--- src/rtl/lca_pkg.sv ---
// ----------------------------------------------------------------------------
// lca_pkg
// Shared constants, types and helpers of the life rule stream stepper.
// ----------------------------------------------------------------------------
package lca_pkg;

    // largest grid side the line store holds
    localparam int MAX_WIDTH = 1024;
    localparam int COL_W     = $clog2(MAX_WIDTH);
    localparam int CFG_W     = 11;

    // grid side after reset and the smallest usable side
    localparam int GRID_WIDTH_RESET = 64;
    localparam int MIN_WIDTH        = 3;

    // window bit of the cell under evaluation
    localparam int WIN_CENTRE = 4;

    // position flags carried from the accept stage to the update stage
    typedef struct packed {
        logic emit;
        logic interior;
        logic done;
    } lca_flags_t;

    // one result item
    typedef struct packed {
        logic out_valid;
        logic next_alive;
        logic cell_changed;
        logic frame_done;
        logic generation_stable;
    } lca_result_t;

    // live cells around the window centre
    function automatic logic [3:0] neighbour_count(input logic [8:0] win);
        logic [3:0] n;
        n = '0;
        for (int k = 0; k < 9; k++)
        begin
            if (k != WIN_CENTRE)
            begin
                n = n + {3'b000, win[k]};
            end
        end
        return n;
    endfunction

endpackage

--- src/rtl/life_cellular_automaton_step.sv ---
// ----------------------------------------------------------------------------
// life_cellular_automaton_step
// One generation of the B3/S23 life rule over a raster-streamed square grid.
// ----------------------------------------------------------------------------
// Usage:
//   Input channel in_valid/in_ready carries one cell (cell_alive) per item in
//   raster order; the grid side W (outer dead ring included) comes from
//   cfg_wr_en/cfg_wr_data, clamped to 3..MAX_WIDTH, and a write restarts the
//   frame. Write it only while the block is idle.
//   Every input item gives one result item on result_valid/result_ready: the
//   next state of the cell W+1 positions back, with out_valid low for the
//   first W+1 items of a frame and border cells forced dead. frame_done marks
//   the result of the last cell, and generation_stable then tells whether no
//   cell changed in the generation.
//   Items pass the update stage register and the result queue to result_valid;
//   one item per cycle is sustained while the queue has room, set by the single
//   read and single write per cycle of the 2-bit line store RAM (read on
//   accept, write back next cycle). A 3-entry result queue absorbs receiver
//   stalls; in_ready drops only when the queue plus the item in flight would
//   overfill it. Reset clears the frame position, window and change flag and
//   sets W to 64. The line store has no clearing pass: every entry that
//   reaches an interior cell has been rewritten earlier in the same frame.
// ----------------------------------------------------------------------------
module life_cellular_automaton_step
    import lca_pkg::*;
(
    input  logic             clk,
    input  logic             rst_n,
    // configuration
    input  logic             cfg_wr_en,
    input  logic [CFG_W-1:0] cfg_wr_data,
    // input cells
    input  logic             in_valid,
    output logic             in_ready,
    input  logic             cell_alive,
    // results
    output logic             result_valid,
    input  logic             result_ready,
    output logic             out_valid,
    output logic             next_alive,
    output logic             cell_changed,
    output logic             frame_done,
    output logic             generation_stable
);

    localparam int FIFO_DEPTH = 3;
    localparam int PTR_W      = $clog2(FIFO_DEPTH);
    localparam int CNT_W      = $clog2(FIFO_DEPTH + 1);

    // frame position and grid size
    logic [COL_W-1:0] last_reg, last_next;
    logic [COL_W-1:0] row_reg, row_next;
    logic [COL_W-1:0] col_reg, col_next;

    // update stage
    logic             s1_v_reg;
    logic             s1_bit_reg;
    logic [COL_W-1:0] s1_col_reg;
    lca_flags_t       s1_flags_reg, flags_next;
    logic [8:0]       win_reg, win_next, win_new;
    logic             any_reg, any_next;

    // line store
    logic [1:0]       ls_rd;
    logic             up_bit, mid_bit;

    // result queue
    lca_result_t      fifo_reg [FIFO_DEPTH];
    lca_result_t      res_new;
    logic [PTR_W-1:0] head_reg, tail_reg;
    logic [CNT_W-1:0] cnt_reg, cnt_next;
    logic             accept, push, pop;
    logic [3:0]       ncount;
    logic             cur;

    assign accept = in_valid & in_ready;
    assign push   = s1_v_reg;
    assign pop    = result_valid & result_ready;

    // room for the item in flight plus a new one
    assign in_ready = ({1'b0, cnt_reg} + {{CNT_W{1'b0}}, s1_v_reg}) < (CNT_W + 1)'(FIFO_DEPTH);

    // clamped last index for a new grid side
    always_comb
    begin
        last_next = last_reg;
        if (cfg_wr_en)
        begin
            if (cfg_wr_data < CFG_W'(MIN_WIDTH))
            begin
                last_next = COL_W'(MIN_WIDTH - 1);
            end
            else if (32'(cfg_wr_data) > 32'(MAX_WIDTH))
            begin
                last_next = COL_W'(MAX_WIDTH - 1);
            end
            else
            begin
                last_next = COL_W'(cfg_wr_data - CFG_W'(1));
            end
        end
    end

    // position flags and raster advance at accept
    always_comb
    begin
        flags_next.emit     = (row_reg >= COL_W'(2)) ||
                              ((row_reg == COL_W'(1)) && (col_reg >= COL_W'(1)));
        flags_next.interior = (row_reg >= COL_W'(2)) && (col_reg >= COL_W'(2));
        flags_next.done     = (row_reg == last_reg) && (col_reg == last_reg);
        row_next = row_reg;
        col_next = col_reg;
        if (cfg_wr_en)
        begin
            row_next = '0;
            col_next = '0;
        end
        else if (accept)
        begin
            if (flags_next.done)
            begin
                row_next = '0;
                col_next = '0;
            end
            else if (col_reg == last_reg)
            begin
                col_next = '0;
                row_next = row_reg + COL_W'(1);
            end
            else
            begin
                col_next = col_reg + COL_W'(1);
            end
        end
    end

    // line store: {upper, middle}; read on accept, written back next cycle.
    // consecutive items use distinct columns (W >= 3), so no forwarding
    lca_ram #(
        .WIDTH (2),
        .DEPTH (MAX_WIDTH)
    ) u_line_ram (
        .clk     (clk),
        .wr_en   (s1_v_reg),
        .wr_addr (s1_col_reg),
        .wr_data ({mid_bit, s1_bit_reg}),
        .rd_en   (accept),
        .rd_addr (col_reg),
        .rd_data (ls_rd)
    );

    assign up_bit  = ls_rd[1];
    assign mid_bit = ls_rd[0];

    // window shift, rule and change tracking
    always_comb
    begin
        win_new = {win_reg[7], win_reg[6], s1_bit_reg, win_reg[4], win_reg[3],
                   mid_bit, win_reg[1], win_reg[0], up_bit};
        ncount  = neighbour_count(win_new);
        cur     = win_new[WIN_CENTRE];

        res_new.out_valid    = s1_flags_reg.emit;
        res_new.next_alive   = s1_flags_reg.interior &
                               ((ncount == 4'd3) | (cur & (ncount == 4'd2)));
        res_new.cell_changed = s1_flags_reg.interior & (res_new.next_alive ^ cur);
        res_new.frame_done   = s1_flags_reg.done;
        res_new.generation_stable = s1_flags_reg.done & ~(any_reg | res_new.cell_changed);

        win_next = win_reg;
        any_next = any_reg;
        if (cfg_wr_en)
        begin
            win_next = '0;
            any_next = 1'b0;
        end
        else if (s1_v_reg)
        begin
            win_next = s1_flags_reg.done ? 9'd0 : win_new;
            any_next = s1_flags_reg.done ? 1'b0 : (any_reg | res_new.cell_changed);
        end
    end

    // queue occupancy
    always_comb
    begin
        cnt_next = cnt_reg;
        case ({push, pop})
            2'b10:   cnt_next = cnt_reg + CNT_W'(1);
            2'b01:   cnt_next = cnt_reg - CNT_W'(1);
            default: cnt_next = cnt_reg;
        endcase
    end

    // control registers
    always_ff @(posedge clk or negedge rst_n)
    begin
        if (!rst_n)
        begin
            last_reg     <= COL_W'(GRID_WIDTH_RESET - 1);
            row_reg      <= '0;
            col_reg      <= '0;
            s1_v_reg     <= 1'b0;
            s1_flags_reg <= '0;
            win_reg      <= '0;
            any_reg      <= 1'b0;
            head_reg     <= '0;
            tail_reg     <= '0;
            cnt_reg      <= '0;
        end
        else
        begin
            last_reg <= last_next;
            row_reg  <= row_next;
            col_reg  <= col_next;
            s1_v_reg <= accept;
            if (accept)
            begin
                s1_flags_reg <= flags_next;
            end
            win_reg  <= win_next;
            any_reg  <= any_next;
            cnt_reg  <= cnt_next;
            if (push)
            begin
                tail_reg <= (tail_reg == PTR_W'(FIFO_DEPTH - 1)) ? '0 : tail_reg + PTR_W'(1);
            end
            if (pop)
            begin
                head_reg <= (head_reg == PTR_W'(FIFO_DEPTH - 1)) ? '0 : head_reg + PTR_W'(1);
            end
        end
    end

    // payload registers
    always_ff @(posedge clk)
    begin
        if (accept)
        begin
            s1_bit_reg <= cell_alive;
            s1_col_reg <= col_reg;
        end
        if (push)
        begin
            fifo_reg[tail_reg] <= res_new;
        end
    end

    // result port
    assign result_valid      = (cnt_reg != '0);
    assign out_valid         = fifo_reg[head_reg].out_valid;
    assign next_alive        = fifo_reg[head_reg].next_alive;
    assign cell_changed      = fifo_reg[head_reg].cell_changed;
    assign frame_done        = fifo_reg[head_reg].frame_done;
    assign generation_stable = fifo_reg[head_reg].generation_stable;

endmodule

--- src/rtl/lca_ram.sv ---
// ----------------------------------------------------------------------------
// lca_ram
// Generic simple dual-port RAM: one write port, one read port, registered read.
// ----------------------------------------------------------------------------
module lca_ram #(
    parameter int WIDTH = 1,
    parameter int DEPTH = 1024
) (
    input  logic                                 clk,
    input  logic                                 wr_en,
    input  logic [((DEPTH > 1) ? $clog2(DEPTH) : 1)-1:0] wr_addr,
    input  logic [WIDTH-1:0]                     wr_data,
    input  logic                                 rd_en,
    input  logic [((DEPTH > 1) ? $clog2(DEPTH) : 1)-1:0] rd_addr,
    output logic [WIDTH-1:0]                     rd_data
);

    logic [WIDTH-1:0] mem_reg [DEPTH];
    logic [WIDTH-1:0] rd_data_reg;

    // write port and registered read port
    always_ff @(posedge clk)
    begin
        if (wr_en)
        begin
            mem_reg[wr_addr] <= wr_data;
        end
        if (rd_en)
        begin
            rd_data_reg <= mem_reg[rd_addr];
        end
    end

    assign rd_data = rd_data_reg;

endmodule

--- config.mk ---
export PLATFORM = sky130hd
export DESIGN_NAME = life_cellular_automaton_step
export DESIGN_NICKNAME = d
export VERILOG_FILES = /design/src/rtl/lca_pkg.sv /design/src/rtl/life_cellular_automaton_step.sv /design/src/rtl/lca_ram.sv
export SDC_FILE = /design/constraint.sdc
export NUM_CORES = 2
export LEC_CHECK = 0
export BUFFER_PORTS_ARGS = -buffer_cell sky130_fd_sc_hd__buf_4
export CORE_MARGIN = 10
export CORE_UTILIZATION = 35
export CTS_BUF_LIST = sky130_fd_sc_hd__clkbuf_16
export DETAILED_ROUTE_END_ITERATION = 10
export SLEW_MARGIN = 10
export SYNTH_ARGS = -nofsm -noshare
export SYNTH_HDL_FRONTEND = slang
export SYNTH_HIERARCHICAL = 1
export SYNTH_SLANG_ARGS = --single-unit
--- constraint.sdc ---
create_clock -name clk -period 33.7 [get_ports clk]
set_clock_uncertainty 0.1 [all_clocks]
set_input_delay 6.74 -clock clk [delete_from_list [all_inputs] [get_ports clk]]
set_output_delay 6.74 -clock clk [all_outputs]
set_load 0.01 [all_outputs]
==> flow_metrics.py <==
metrics = {
    "timing": {
        "period_share_pct": 26.7,
        "worstMarginPinSlew_ns": 1.28,
        "fmax_ghz": 0.111,
        "hold_viol": 0,
        "final.setup.tns_ns": 0,
        "min_period_ns": 9.00,
        "final_max_slew_viol_count": 0,
        "rsz0062_at_grt": "no",
        "finalSetupViolations": 0,
        "max_slew_margin_pct": 14.5,
    },
    "clocking": {
        "cts_root_buf": "clkbuf_16",
        "clock-sinks": 2123,
        "htreeDepth": 4,
        "hold_buffers": 0,
        "post_cts.repair.setup_buffers": 0,
        "cts_tree": "yes",
        "clkTransAtPathRegs_ns": 0.06,
        "clk_latency_ns": 0.86,
        "cts.repair.resized": 0,
        "numCtsBuffers": 212,
        "clock_path_buffers": 3,
    },
    "routing": {
        "num_vias": 48421,
        "vias_per_cell": 5.61,
        "first_pass_iters": 6,
        "routed_wl_um": 239000,
        "wl_met2_um": 117000,
        "dr.first_iter.drc_count": 6101,
        "wl_met1_um": 93700,
        "highest-signal-layer": "met5",
        "drc": 0,
        "wire_per_inst_um": 27.7,
        "ant_nets": 0,
        "wl_met3_um": 20300,
    },
    "yosys": {
        "synth_top_area_share_pct": 71.1,
        "yosysWarnings": 6,
        "synthesis.area_mm2": 0.0877,
        "synth_cell_types": 78,
        "synth.largest_area_cell": "edfxtp_1",
        "yosys-top-cells-count": "edfxtp_1, nor2_1, mux4_2",
        "syn_inst": 5163,
        "syn-num-nets": 5198,
        "seq_area_frac_synth_pct": 72.4,
        "yosysMostFrequentCell": "edfxtp_1",
        "syn_area_per_cell_um2": 17.0,
        "synth_seq_cells": 2123,
        "async_flop_share_pct": 2.21,
        "synth_area_leaders": "edfxtp_1, mux4_2, nor2_1",
        "synth_edf_count": 2076,
        "ys.flop_type": "edfxtp_1",
    },
    "setup_path": {
        "r2r_cells": 11,
        "path_class": "register to output pin",
        "cp.arrival_ns": 2.16,
        "cp-end-kind": "output pin",
        "start_kind": "register",
        "cp_max_fo": 4,
        "cp.required_ns": 26.86,
    },
    "die": {
        "num_rows": 183,
        "dieArea_mm2": 0.271,
        "coreArea_mm2": 0.249,
        "fp.dieW_um": 521,
        "initial_core_util_pct": 35.2,
        "die_h_um": 521,
        "io_pins": 24,
    },
    "status": {
        "outcome": "complete, no violations",
    },
    "power_and_ir_drop": {
        "peakVddDrop_mv": 0.0578,
        "p_int_mw": 5.04,
        "p_sw_share_pct": 28.4,
        "power.leakage_nw": 28.9,
        "seqPwrFrac_pct": 45.8,
        "p_clk_share_pct": 32.8,
        "combPwrFrac_pct": 21.4,
        "power_density_mw_per_mm2": 71.7,
        "p_sw_mw": 2.00,
    },
    "run": {
        "cap_violations": 0,
    },
    "finish": {
        "final_util_pct": 39.4,
        "fillers": 22585,
        "syn_to_final_growth_pct": 11.9,
        "layout.nets": 5153,
        "drive_gt1_share_pct": 18.5,
        "largest_reg_flops": 2048,
    },
    "global_routing": {
        "antenna_found_initial": 10,
        "grt_usage_pct": 17.1,
        "grt_overflow": 0,
        "grt_pass1_vias": 48520,
        "grt_pass1_wl_um": 344000,
        "grt_max_degree": 273,
    },
    "worst_hold_path": {
        "min_path_cells": 1,
        "hp-class": "register to register",
    },
    "placement": {
        "port_buffers": 23,
        "post-dp-hpwl_um": 131000,
        "gp_congestion": 0.796,
    },
}
-- worst paths after layout --
path	endpoint	slack (ns)	startpoint
worst max-delay path	in_ready	24.70	cnt_reg[0]$_DFFE_PN0P_
worst min-delay path	last_reg[5]$_DFFE_PN1P_	0.40	last_reg[5]$_DFFE_PN1P_
worst max register to register	u_line_ram/rd_data[1]$_DFFE_PP_	26.73	col_reg[0]$_DFFE_PN0P_
worst min register to register	last_reg[5]$_DFFE_PN1P_	0.40	last_reg[5]$_DFFE_PN1P_
max in group asynchronous	col_reg[4]$_DFFE_PN0P_	27.25	rst_n
min in group asynchronous	last_reg[6]$_DFFE_PN0P_	5.78	rst_n
-- worst max-delay path, cell delays in order, from the launching register on --
cell and delay [ns]:
dfrtp_1 0.42, ha_1 0.22, ha_1 0.28, a21oi_2 0.22
buf_4 0.16
-- cell usage in the layout, fill, tap and decap left out, types with 9 or more instances in the layout --
master	n
and3_1	16
xor2_1	14
a221oi_1	13
nand2_1	115
nor3_1	52
a22o_1	13
edfxtp_1	2076
buf_4	141
mux4_2	449
nand3_4	24
clkinv_1	56
bufinv_16	19
o211ai_1	10
mux2_2	9
o22ai_1	48
inv_1	80
nand4_1	16
nor3b_1	10
o21ai_0	46
or3_1	9
nand2_2	11
nor2b_1	10
a31oi_1	9
nand2b_1	13
nand3_1	28
xnor2_1	24
mux2i_1	211
clkinv_2	37
clkbuf_16	212
o221ai_1	82
o2bb2ai_1	9
nor4_1	16
ha_1	14
dfrtp_1	35
a211oi_1	14
a21oi_1	83
a22oi_1	45
nor2_1	1080
-- power by group through the flow --
| stage | Clock [mW] | Sequential (mW) | Combinational [mW] |
|---|---|---|---|
| 6_report | 2.31 | 3.22 | 1.51 |
| 5_1_grt | 2.46 | 3.23 | 1.61 |
| 4_1_cts | 2.35 | 3.22 | 1.52 |
| 3_5_place_dp | 0 | 3.28 | 1.52 |
| 3_3_place_gp | 0 | 3.28 | 1.51 |
| 2_1_floorplan | 0 | 3.61 | 1.02 |
-- cell families after synthesis --
group | after synthesis | synth area share [%]
buf+inv | 443 | 2.59
mux | 671 | 14.1
fa+ha+maj | 18 | 0.291
xor+xnor | 39 | 0.398
flops | 2123 | 72.4
simple gates | 1452 | 6.86
compound gates | 417 | 3.35
-- layer usage --
layer	up-vias	global-route usage [%]
met1	25622	22.8
met4	4	5.43
met5	-	0
met2	2245	28.5
li1	20133	-
met3	417	3.05
-- through the flow --
stage | instance area (um2) | power (mW) | worst slack [ns] | hold WS [ns] | cells
finish | 98200 | 7.04 | 24.70 | 0.404 | 8628
global route | 98200 | 7.30 | 24.63 | 0.419 | 8628
CTS | 98200 | 7.09 | 24.64 | 0.411 | 8627
detailed placement | 91400 | 4.80 | 25.24 | 0.401 | 8234
global placement | 91400 | 4.79 | 25.33 | 0.382 | 8234
floorplan | 87700 | 4.63 | 16.68 | 0.360 | 5163
-- layout make-up --
class | instances | area, um2 | area share, %
Sequential cell | 2123 | 63500 | 64.7
Timing Repair Buffer | 149 | 1220 | 1.24
Tap cell | 3330 | 4170 | 4.24
Clock buffer | 212 | 5310 | 5.40
Antenna cell | 1 | 2.50 | 0.00255
Inverter | 35 | 135 | 0.138
Multi-Input combinational cell | 2597 | 22300 | 22.7
Clock inverter | 181 | 1510 | 1.53
No activity file was read; power rests on OpenSTA's default activity.
